$ cat config.mk
export PLATFORM = sky130hd
export DESIGN_NAME = first_fit_arena_allocator_top
export DESIGN_NICKNAME = d
export VERILOG_FILES = /design/src/hw/rtl/ffa_pkg.sv /design/src/hw/rtl/first_fit_arena_allocator_top.sv /design/src/hw/rtl/ffa_ram.sv
export SDC_FILE = /design/constraint.sdc
export NUM_CORES = 2
export LEC_CHECK = 0
export BUFFER_PORTS_ARGS = -buffer_cell sky130_fd_sc_hd__buf_2
export CAP_MARGIN = 10
export CORE_MARGIN = 2
export CORE_UTILIZATION = 55
export DETAILED_ROUTE_END_ITERATION = 6
export PLACE_DENSITY = 0.72
export SYNTH_ARGS = -nofsm -noshare
export SYNTH_HDL_FRONTEND = slang
export SYNTH_SLANG_ARGS = --single-unit
$ cat constraint.sdc
create_clock -name clk -period 6.1 [get_ports clk]
set_input_delay 1.83 -clock clk [delete_from_list [all_inputs] [get_ports clk]]
set_output_delay 1.83 -clock clk [all_outputs]
set_load 0.01 [all_outputs]
$ cat src/hw/rtl/ffa_pkg.sv
`timescale 1ns / 1ps
`default_nettype none
package ffa_pkg;

    localparam int ARENA_BYTES  = 4096;
    localparam int HEADER_BYTES = 8;
    localparam int MAX_SEGMENTS = 64;
    localparam int IDX_W        = $clog2(MAX_SEGMENTS);
    localparam int CNT_W        = $clog2(MAX_SEGMENTS + 1);
    localparam int OFF_W        = 12;
    localparam int SIZE_W       = 13;
    localparam int NEED_W       = SIZE_W + 1;

    typedef logic [2:0] status_t;

    localparam status_t ST_OK      = 3'd0;
    localparam status_t ST_ZERO    = 3'd1;
    localparam status_t ST_NOSPACE = 3'd2;
    localparam status_t ST_NULL    = 3'd3;
    localparam status_t ST_DOUBLE  = 3'd4;
    localparam status_t ST_UNKNOWN = 3'd5;

    localparam logic CMD_ALLOC = 1'b0;
    localparam logic CMD_FREE  = 1'b1;

    typedef struct packed {
        logic [OFF_W-1:0]  start;
        logic [SIZE_W-1:0] payload;
        logic              is_free;
    } seg_entry_t;

    localparam int ENTRY_W = $bits(seg_entry_t);

endpackage
`default_nettype wire

$ cat src/hw/rtl/first_fit_arena_allocator_top.sv
// first-fit arena allocator over a 4096-byte arena with 8-byte segment headers
// input channel: in_valid/in_ready carrying cmd, alloc_size and free_offset
// output channel: out_valid/out_ready carrying payload_offset and status
// one result item per input item, in order
// the segment table (up to 64 entries) sits in a single-port ram with a
// registered read; every step is one ram access, so each table entry takes
// a read state and a check or write state in the search and in each shift
// allocate: scans the table to find the segment, shifts the later entries
// up to open a slot, then writes the free remainder and the new segment
// free: scans the table to find the segment, plus a shift-down of the
// later entries of the table for each merge
// rejected requests (zero size, null pointer, full table) skip the table scan
// after reset the block writes the initial free segment in its init state,
// with in_ready low
// a finished result waits in an output register; the next item is taken
// while it waits, but a new result is held back until the receiver takes
// the old one
`timescale 1ns / 1ps
`default_nettype none
module first_fit_arena_allocator_top (
    input  wire logic                        clk,
    input  wire logic                        rst_n,
    input  wire logic                        in_valid,
    output logic                             in_ready,
    input  wire logic                        cmd,
    input  wire logic [ffa_pkg::SIZE_W-1:0]  alloc_size,
    input  wire logic [ffa_pkg::OFF_W-1:0]   free_offset,
    output logic                             out_valid,
    input  wire logic                        out_ready,
    output logic      [ffa_pkg::OFF_W-1:0]   payload_offset,
    output ffa_pkg::status_t                 status
);

    import ffa_pkg::*;

    typedef enum logic [3:0] {
        S_INIT, S_IDLE, S_SCAN_RD, S_SCAN_CHK, S_SH_RD, S_SH_WR, S_A_W1, S_A_W2,
        S_NX_RD, S_NX_CHK, S_DR_RD, S_DR_WR, S_PV_RD, S_PV_CHK, S_RESP
    } state_t;

    state_t            state_reg, state_next;
    logic [CNT_W-1:0]  count_reg, count_next;
    logic [CNT_W-1:0]  idx_reg, idx_next;
    logic [IDX_W-1:0]  pick_reg, pick_next;
    logic              cmd_reg, cmd_next;
    logic [SIZE_W-1:0] size_reg, size_next;
    logic [NEED_W-1:0] need_reg, need_next;
    logic [OFF_W-1:0]  off_reg, off_next;
    seg_entry_t        cur_reg, cur_next;
    logic              ret_prev_reg, ret_prev_next;
    logic [OFF_W-1:0]  res_off_reg, res_off_next;
    status_t           res_st_reg, res_st_next;
    logic              out_valid_reg, out_valid_next;
    logic [OFF_W-1:0]  out_off_reg, out_off_next;
    status_t           out_st_reg, out_st_next;

    logic              ram_we;
    logic [IDX_W-1:0]  ram_addr;
    seg_entry_t        ram_wdata;
    logic [ENTRY_W-1:0] ram_rdata;
    seg_entry_t        rd;
    logic [SIZE_W:0]   hdr_start;

    ffa_ram #(.WIDTH(ENTRY_W), .DEPTH(MAX_SEGMENTS)) u_ram (
        .clk   (clk),
        .we    (ram_we),
        .addr  (ram_addr),
        .wdata (ram_wdata),
        .rdata (ram_rdata)
    );

    assign rd        = seg_entry_t'(ram_rdata);
    assign hdr_start = {2'b00, rd.start} + (SIZE_W+1)'(HEADER_BYTES);

    assign in_ready       = (state_reg == S_IDLE);
    assign out_valid      = out_valid_reg;
    assign payload_offset = out_off_reg;
    assign status         = out_st_reg;

    always_comb
    begin
        state_next     = state_reg;
        count_next     = count_reg;
        idx_next       = idx_reg;
        pick_next      = pick_reg;
        cmd_next       = cmd_reg;
        size_next      = size_reg;
        need_next      = need_reg;
        off_next       = off_reg;
        cur_next       = cur_reg;
        ret_prev_next  = ret_prev_reg;
        res_off_next   = res_off_reg;
        res_st_next    = res_st_reg;
        out_valid_next = out_valid_reg;
        out_off_next   = out_off_reg;
        out_st_next    = out_st_reg;
        ram_we         = 1'b0;
        ram_addr       = idx_reg[IDX_W-1:0];
        ram_wdata      = cur_reg;

        if (out_valid_reg && out_ready)
        begin
            out_valid_next = 1'b0;
        end

        case (state_reg)
            S_INIT:
            begin
                ram_we            = 1'b1;
                ram_addr          = '0;
                ram_wdata.start   = '0;
                ram_wdata.payload = SIZE_W'(ARENA_BYTES - HEADER_BYTES);
                ram_wdata.is_free = 1'b1;
                count_next        = CNT_W'(1);
                state_next        = S_IDLE;
            end
            S_IDLE:
            begin
                if (in_valid)
                begin
                    cmd_next     = cmd;
                    size_next    = alloc_size;
                    need_next    = {1'b0, alloc_size} + NEED_W'(HEADER_BYTES);
                    off_next     = free_offset;
                    idx_next     = '0;
                    res_off_next = '0;
                    state_next   = S_SCAN_RD;
                    if (cmd == CMD_ALLOC)
                    begin
                        if (alloc_size == '0)
                        begin
                            res_st_next = ST_ZERO;
                            state_next  = S_RESP;
                        end
                        else if (count_reg >= CNT_W'(MAX_SEGMENTS))
                        begin
                            res_st_next = ST_NOSPACE;
                            state_next  = S_RESP;
                        end
                    end
                    else if (free_offset == '0)
                    begin
                        res_st_next = ST_NULL;
                        state_next  = S_RESP;
                    end
                end
            end
            S_SCAN_RD:
            begin
                if (idx_reg >= count_reg)
                begin
                    res_st_next = (cmd_reg == CMD_ALLOC) ? ST_NOSPACE : ST_UNKNOWN;
                    state_next  = S_RESP;
                end
                else
                begin
                    state_next = S_SCAN_CHK;
                end
            end
            S_SCAN_CHK:
            begin
                pick_next  = idx_reg[IDX_W-1:0];
                cur_next   = rd;
                idx_next   = idx_reg + CNT_W'(1);
                state_next = S_SCAN_RD;
                if (cmd_reg == CMD_ALLOC)
                begin
                    if (rd.is_free && ({1'b0, rd.payload} >= need_reg))
                    begin
                        idx_next   = count_reg;
                        state_next = S_SH_RD;
                    end
                end
                else if (hdr_start == {2'b00, off_reg})
                begin
                    if (rd.is_free)
                    begin
                        res_st_next = ST_DOUBLE;
                        state_next  = S_RESP;
                    end
                    else
                    begin
                        cur_next.is_free = 1'b1;
                        state_next       = S_NX_RD;
                    end
                end
            end
            S_SH_RD:
            begin
                ram_addr = IDX_W'(idx_reg - CNT_W'(1));
                if (idx_reg > ({1'b0, pick_reg} + CNT_W'(1)))
                begin
                    state_next = S_SH_WR;
                end
                else
                begin
                    state_next = S_A_W1;
                end
            end
            S_SH_WR:
            begin
                ram_we     = 1'b1;
                ram_wdata  = rd;
                idx_next   = idx_reg - CNT_W'(1);
                state_next = S_SH_RD;
            end
            S_A_W1:
            begin
                ram_we            = 1'b1;
                ram_addr          = pick_reg + IDX_W'(1);
                ram_wdata.start   = cur_reg.start + OFF_W'(need_reg);
                ram_wdata.payload = cur_reg.payload - SIZE_W'(need_reg);
                ram_wdata.is_free = 1'b1;
                state_next        = S_A_W2;
            end
            S_A_W2:
            begin
                ram_we            = 1'b1;
                ram_addr          = pick_reg;
                ram_wdata.start   = cur_reg.start;
                ram_wdata.payload = size_reg;
                ram_wdata.is_free = 1'b0;
                count_next        = count_reg + CNT_W'(1);
                res_off_next      = cur_reg.start + OFF_W'(HEADER_BYTES);
                res_st_next       = ST_OK;
                state_next        = S_RESP;
            end
            S_NX_RD:
            begin
                ram_addr = pick_reg + IDX_W'(1);
                if (({1'b0, pick_reg} + CNT_W'(1)) < count_reg)
                begin
                    state_next = S_NX_CHK;
                end
                else
                begin
                    state_next = S_PV_RD;
                end
            end
            S_NX_CHK:
            begin
                state_next = S_PV_RD;
                if (rd.is_free)
                begin
                    cur_next.payload = cur_reg.payload + rd.payload
                                     + SIZE_W'(HEADER_BYTES);
                    idx_next         = {1'b0, pick_reg} + CNT_W'(1);
                    ret_prev_next    = 1'b1;
                    state_next       = S_DR_RD;
                end
            end
            S_DR_RD:
            begin
                ram_addr = IDX_W'(idx_reg + CNT_W'(1));
                if ((idx_reg + CNT_W'(1)) < count_reg)
                begin
                    state_next = S_DR_WR;
                end
                else
                begin
                    count_next = count_reg - CNT_W'(1);
                    state_next = ret_prev_reg ? S_PV_RD : S_RESP;
                end
            end
            S_DR_WR:
            begin
                ram_we     = 1'b1;
                ram_wdata  = rd;
                idx_next   = idx_reg + CNT_W'(1);
                state_next = S_DR_RD;
            end
            S_PV_RD:
            begin
                ram_addr    = pick_reg - IDX_W'(1);
                res_st_next = ST_OK;
                if (pick_reg != '0)
                begin
                    state_next = S_PV_CHK;
                end
                else
                begin
                    ram_we     = 1'b1;
                    ram_addr   = pick_reg;
                    state_next = S_RESP;
                end
            end
            S_PV_CHK:
            begin
                ram_we = 1'b1;
                if (rd.is_free)
                begin
                    ram_addr          = pick_reg - IDX_W'(1);
                    ram_wdata         = rd;
                    ram_wdata.payload = rd.payload + cur_reg.payload
                                      + SIZE_W'(HEADER_BYTES);
                    idx_next          = {1'b0, pick_reg};
                    ret_prev_next     = 1'b0;
                    state_next        = S_DR_RD;
                end
                else
                begin
                    ram_addr   = pick_reg;
                    state_next = S_RESP;
                end
            end
            S_RESP:
            begin
                if (!out_valid_reg || out_ready)
                begin
                    out_valid_next = 1'b1;
                    out_off_next   = res_off_reg;
                    out_st_next    = res_st_reg;
                    state_next     = S_IDLE;
                end
            end
            default:
            begin
                state_next = S_IDLE;
            end
        endcase
    end

    always_ff @(posedge clk or negedge rst_n)
    begin
        if (!rst_n)
        begin
            state_reg     <= S_INIT;
            count_reg     <= '0;
            out_valid_reg <= 1'b0;
        end
        else
        begin
            state_reg     <= state_next;
            count_reg     <= count_next;
            out_valid_reg <= out_valid_next;
        end
    end

    always_ff @(posedge clk)
    begin
        idx_reg      <= idx_next;
        pick_reg     <= pick_next;
        cmd_reg      <= cmd_next;
        size_reg     <= size_next;
        need_reg     <= need_next;
        off_reg      <= off_next;
        cur_reg      <= cur_next;
        ret_prev_reg <= ret_prev_next;
        res_off_reg  <= res_off_next;
        res_st_reg   <= res_st_next;
        out_off_reg  <= out_off_next;
        out_st_reg   <= out_st_next;
    end

    a_count_range: assert property (@(posedge clk) disable iff (!rst_n)
        (state_reg != S_INIT) |-> (count_reg != '0 && count_reg <= CNT_W'(MAX_SEGMENTS)))
        else $error("segment count out of range");

    a_idle_no_write: assert property (@(posedge clk) disable iff (!rst_n)
        (state_reg == S_IDLE || state_reg == S_RESP) |-> !ram_we)
        else $error("table written outside a request");

    a_alloc_grows: assert property (@(posedge clk) disable iff (!rst_n)
        (state_reg == S_A_W2) |=> (count_reg == $past(count_reg) + CNT_W'(1)))
        else $error("allocate did not add a segment");

    a_status_code: assert property (@(posedge clk) disable iff (!rst_n)
        out_valid_reg |-> (out_st_reg <= ST_UNKNOWN))
        else $error("bad status code");

    a_offset_ok_only: assert property (@(posedge clk) disable iff (!rst_n)
        (out_valid_reg && out_st_reg != ST_OK) |-> (out_off_reg == '0))
        else $error("offset given with a failure");

endmodule
`default_nettype wire

$ cat src/hw/rtl/ffa_ram.sv
`timescale 1ns / 1ps
`default_nettype none
module ffa_ram #(
    parameter int WIDTH = 8,
    parameter int DEPTH = 16
) (
    input  wire logic                     clk,
    input  wire logic                     we,
    input  wire logic [$clog2(DEPTH)-1:0] addr,
    input  wire logic [WIDTH-1:0]         wdata,
    output logic      [WIDTH-1:0]         rdata
);

    logic [WIDTH-1:0] mem [DEPTH];

    always_ff @(posedge clk)
    begin
        if (we)
        begin
            mem[addr] <= wdata;
        end
        rdata <= mem[addr];
    end

endmodule
`default_nettype wire

## Yosys cells after proc, flatten, opt, wreduce, memory -nomap -nowiden

Memories as Yosys holds them, arrays and structs flattened. A register that Yosys moved wholly into a read port is not among the register bits.
Index checks and enable logic that the tools add are counted.

- Reduce and logical (&&, ||, !) cells: 27
- Mux-type cells: 59
- Equality and inequality tests: 26
- Add/sub/neg operators: 14
- Magnitude comparators: 6

Operator list:

| operator | count |
|---|---|
| 26-bit case mux with 5 select lines | 1 |
| 4-bit case mux with 14 select lines | 1 |
| 3-bit two-way mux | 16 |
| 7-bit two-way mux | 6 |
| 6-bit case mux with 7 select lines | 1 |
| 7-bit case mux with 6 select lines | 1 |
| 4-bit two-way mux | 9 |
| 4-bit equality test, second input constant | 7 |
| 26-bit two-way mux | 1 |
| 13-bit case mux with 2 select lines | 1 |
| 12-bit case mux with 2 select lines | 1 |
| 7-bit case mux with 3 select lines | 1 |
| 4-bit by 3-bit equality test with 1-bit output, second input constant | 4 |
| 13-bit by 4-bit adder with 14-bit output, second input constant | 1 |
| 7-bit by 1-bit adder with 7-bit output, second input constant | 2 |
| 13-bit by 14-bit greater-or-equal comparator with 1-bit output | 1 |
| 7-bit < comparator | 2 |
| 7-bit by 1-bit subtractor with 7-bit output, second input constant | 2 |
| 12-bit by 4-bit adder with 13-bit output, second input constant | 1 |
| 13-bit adder | 1 |
| 13-bit by 4-bit adder with 13-bit output, second input constant | 1 |
| 13-bit by 12-bit equality test with 1-bit output | 1 |
| 13-bit logical NOT | 1 |
| 13-bit two-way mux | 1 |
| other kinds (36) | 68 |

- Bits in registers: 122
- Memory bits (writable): 1,664
- Output and inout bits: 17
- Memories: 1
- Word-level logic and storage cells: 150

Memories:

| name | depth | width | rd ports | clocked after Yosys merged registers in | write ports | RTL line | text |
|---|---|---|---|---|---|---|---|
| u_ram.mem | 64 | 26 | 1 | 1 | 1 | ffa_ram.sv:14 | `logic [WIDTH-1:0] mem [DEPTH];` |

## Logic depth before layout (Yosys ltp)

- Word-level depth: 6
- Gate-level depth with buffers: 18

## By module

From an unflattened synthesis, not the netlist that was laid out.

- Cells, all modules: 4,586
- Area, all modules: 73,862.1 µm²

By module, submodules not included:

| module | area an instance (µm²) | instances | cells an instance |
|---|---|---|---|
| ffa_ram | 64,254.1 | 1 | 3,560 |
| first_fit_arena_allocator_top | 9,608.0 | 1 | 1,026 |

## Worst setup path after synthesis

OpenSTA, ideal clock, no wires.

- Kind: register -> register
- Start: register size_reg[1] (netlist name)
- End: memory u_ram.mem[0][25] (netlist bit), data pin
- Stages on the path, launching flop included: 13
- Required time: 5.398 ns
- Arrival: 4.857 ns
- Setup slack: 0.541 ns
- Setup time: 0.702 ns
- Path buffers: 0
- Path through: edfxtp_1 > ha_1 > a21o_1 > a21oi_1 > o21bai_1 > a21oi_1 > o21bai_1 > a21oi_1 > o21ai_0 > o41ai_1 > xnor2_1 > a21oi_1 > o21ai_0

RTL lines:

| element | RTL line |
|---|---|
| to (decl) | ffa_ram.sv:14 |

## Final worst setup path

- Start: register state_reg[0]
- End: register u_ram.rdata[21], read port of u_ram.mem

- Word-level cells in the longest chain between the ends: 3

Ends and longest elaborated chain:

| element | RTL line | text |
|---|---|---|
| from (decl) | first_fit_arena_allocator_top.sv:41 | `state_t state_reg, state_next;` |
| from (signal assigned) | first_fit_arena_allocator_top.sv:333 | `state_reg <= state_next;` |
| 4-bit equality test / 4-bit by 3-bit equality test with 1-bit output (equally long branches) | first_fit_arena_allocator_top.sv:106 | `case (state_reg)` |
| 2-bit OR reduction (no line) | - |  |
| 6-bit case mux with 7 select lines (*) | first_fit_arena_allocator_top.sv:106 |  |
| to (decl) | ffa_ram.sv:11 | `output logic [WIDTH-1:0] rdata` |

Mark *: on every way between the ends. The rest lies on a longest branch, timed or not.
A chain may end at the register's enable or synchronous reset.

==> metrics <==
outcome finished, violations left; failing checks DRC, capacitance limit, slew limit; core area roughly 130000 sq um; antenna-violating nets left 0; RSZ-0062 raised after global routing false; hold slack 0.4145 ns; Worst Path Required approximately 6.8 ns; TritonCTS buffer count 178; clock sink count approximately 1800; CP bufs+invs 5; via count ~50000; DP Wirelength 152300 um; worst-margin pin slew roughly 1.5 ns; Syn Inst Count approximately 5300; Post-synth top flop edfxtp_1; post-layout minimum cycle time 5.941 ns; synth warn 0; cell depth of the worst setup path 15; Vias/cell 6.847; largest family of logic cells by synthesized area compound AO/OA/AOI/OAI gates; worst-path cell chain nand4b_1 > nor2_1 > buf_4 > o21ai_0 > a31oi_4 > buf_12 > buf_12 > buf_4 > mux2i_1 > o21ai_0 > a2111oi_0 > buf_4 > nor2_1 > a221oi_1 > o211ai_1; simple-gate share of the synthesized area 7.472%; mapped cell area 74200 sq um; Worst slew margin -0.3298%; WL final 250000 um; largest net degree at the start of global routing 89; delay-heaviest family, CP compound AO/OA/AOI/OAI gates; max reg flops roughly 1700; I/O pins 47; Final period util 97.39%; Post-Synth Adder-Cell Area under 10%; max_cap viols 1; hold endpoint payload_offset[5]; TritonCTS clock tree yes; EDFF count, synth 1771; Compound-Gate Fraction of Synth Area 11.93%; hold path start res_off_reg[5]; Site Rows about 130; first-pass GRT wire length 351300 um; Avg WL per Cell 33.84 um; setup tns final 0 ns; library cells used by synthesis 90; crit-path max cell delay 0.97 ns; number of port buffers 46; drt drc 20; FILL cells 9622; worst-path maximum fanout 51; Crit-path slowest cell dfrtp_1; reg-to-reg startpoint state_reg[0]; worst skew pair latency 0.86 ns; post_cts resized 0; asr flop ratio synth 0.6633%; fraction of layout cells with a size suffix above 1 13.50%; post-cts hold buffer count 0; synthesized flop and latch total 1809; R2R depth 15; Hold Vio Cnt, Final 0; initial antenna violation count 18; Achievable Freq 168.3 MHz; clk slew on worst S/H paths 0.06 ns; Worst Clk Skew ~0.047 ns; reg-to-reg slack, setup between 0.15 and 0.2 ns; buffers inserted by post-CTS timing repair 0; Hold/Removal Path Class reg -> reg; Synth-to-Final Area Change 12.93%; maximum clock path buffer count 3; Setup crit end kind flip-flop; H-tree levels 4; routability cong. 0.9994; chip width approximately 370 um; kind of critical path reg -> reg; sequential area share after synthesis 72.78%; gr usage total 36.09%; # setup viols final 0; cell mode on critical path buf_4; NumNets Final 5609; Hold Path Depth 0; GRT overflow 0; die span in y 371.3 um; r2r endpoint u_ram.rdata[21]; Mapped Nets 5388; Iter 0 DRT Violations slightly below 9000; max-slew violations 1; Starting Density 55.53%; startpoint type of the worst setup path flip-flop; post-synthesis mux area share under 10%; vias in the first global route 47422; area of the die 137900 sq um; average size of a mapped cell 14.12 sq um; Synth Area in XOR/XNOR 0.9798%; Arr. time, crit path 6.60 ns; drt first pass iters 7; CTS root buffer clkbuf_16
-- synthesized netlist by cell type, types with 22 or more instances --
cell type	n	area share (%)
a21o_1	27	0.27
clkbuf_1	98	0.50
nand3_1	84	0.57
a211oi_1	27	0.27
buf_4	43	0.44
dfxtp_1	26	0.70
ha_1	98	1.7
buf_1	28	0.14
nor3_1	35	0.24
mux2i_1	155	2.1
a222oi_1	33	0.45
o21ai_0	245	1.7
mux2_2	26	0.39
a21oi_1	488	3.3
nor2_1	211	1.1
a2111oi_0	33	0.39
o221ai_1	22	0.26
a31oi_1	38	0.32
xnor2_1	50	0.59
a22oi_1	116	1.2
edfxtp_1	1771	72
xor2_1	33	0.39
inv_1	72	0.36
buf_2	141	0.95
a221oi_1	104	1.2
nand2_1	833	4.2
o22ai_1	86	0.73
-- worst register-to-register path, stage by stage, from the launching register on --
cell       delay, ns
dfrtp_1         0.97
nand4b_1        0.41
nor2_1          0.26
buf_4           0.24
o21ai_0         0.24
a31oi_4         0.32
buf_12          0.24
buf_12          0.30
buf_4           0.49
mux2i_1         0.26
o21ai_0         0.10
a2111oi_0       0.45
buf_4           0.20
nor2_1          0.15
a221oi_1        0.91
o211ai_1        0.22
-- final cells by class --
cell class                 instances  area, sq um  share of cell area [%]
inverter                          73        275.3                  0.3285
antenna                            5        12.51                 0.01493
timing repair buffer             360         3025                   3.611
clock buffer                     229         4727                   5.641
tap                             1768         2212                   2.640
multi-input combinational       3055        18820                   22.46
clock inverter                    89        716.9                  0.8556
sequential                      1809        54000                   64.45
-- worst max path at each step --
stage / startpoint / endpoint / slack (ns)
2_1_floorplan: size_reg[1] / u_ram.mem[0][25] / 0.54
3_3_place_gp: state_reg[0] / u_ram.rdata[25] / 0.12
3_5_place_dp: state_reg[0] / u_ram.rdata[21] / 0.44
4_1_cts: state_reg[0] / u_ram.rdata[21] / 0.40
5_1_grt: state_reg[0] / u_ram.rdata[21] / 0.02
6_report: state_reg[0] / u_ram.rdata[21] / 0.16
-- per-layer routing --
metal  global-route usage [%]  routed length (um)  vias up
met4                    20.81               16410       20
met3                    10.84               36840      749
met5                   0.5944                 221        -
met2                    53.33              110300     4366
li1                         -                   -    20675
met1                    47.63               86240    24776
-- metrics by stage --
stage / std cells / setup slack [ns] / util [%] / instance area [sq um]
final: 7388 / 0.1593 / 62.71 / 83790
after global routing: 7383 / 0.01568 / 62.70 / 83780
after floorplan: 5256 / 0.5411 / - / 74200
after global placement: 7061 / 0.1244 / 58.60 / 78300
after CTS: 7381 / 0.4028 / 62.69 / 83770
after detailed placement: 7063 / 0.4409 / 58.61 / 78320
-- placed cells by master (no fill, tap or decap), types with 34 or more instances in the layout --
cell / netlist / routed
edfxtp_1: 1771 / 1771
a221oi_1: 104 / 104
clkbuf_1: 98 / 44
buf_2: 141 / 47
nor2_1: 211 / 140
inv_1: 72 / 70
nand2_1: 833 / 830
nor3_1: 35 / 34
clkbuf_16: 0 / 179
a31oi_1: 38 / 36
o22ai_1: 86 / 85
o21ai_0: 245 / 230
a21oi_1: 488 / 485
clkinv_1: 1 / 41
mux2i_1: 155 / 155
nand3_1: 84 / 83
buf_12: 0 / 35
buf_4: 43 / 275
nor2_2: 2 / 66
ha_1: 98 / 98
xnor2_1: 50 / 50
a22oi_1: 116 / 116
-- kinds of logic (layout without fill, tap and decap cells) --
kind of cell | count (synthesis) | after routing
compound gates | 1382 | 1382
xor+xnor | 83 | 83
fa+ha+maj | 102 | 102
buf+inv | 392 | 751
flops | 1809 | 1809
mux | 183 | 183
other cells | 0 | 5
simple gates | 1305 | 1305
Power is not shown: default switching activity piles up to over one toggle a cycle in this logic, so the estimate is an artifact.
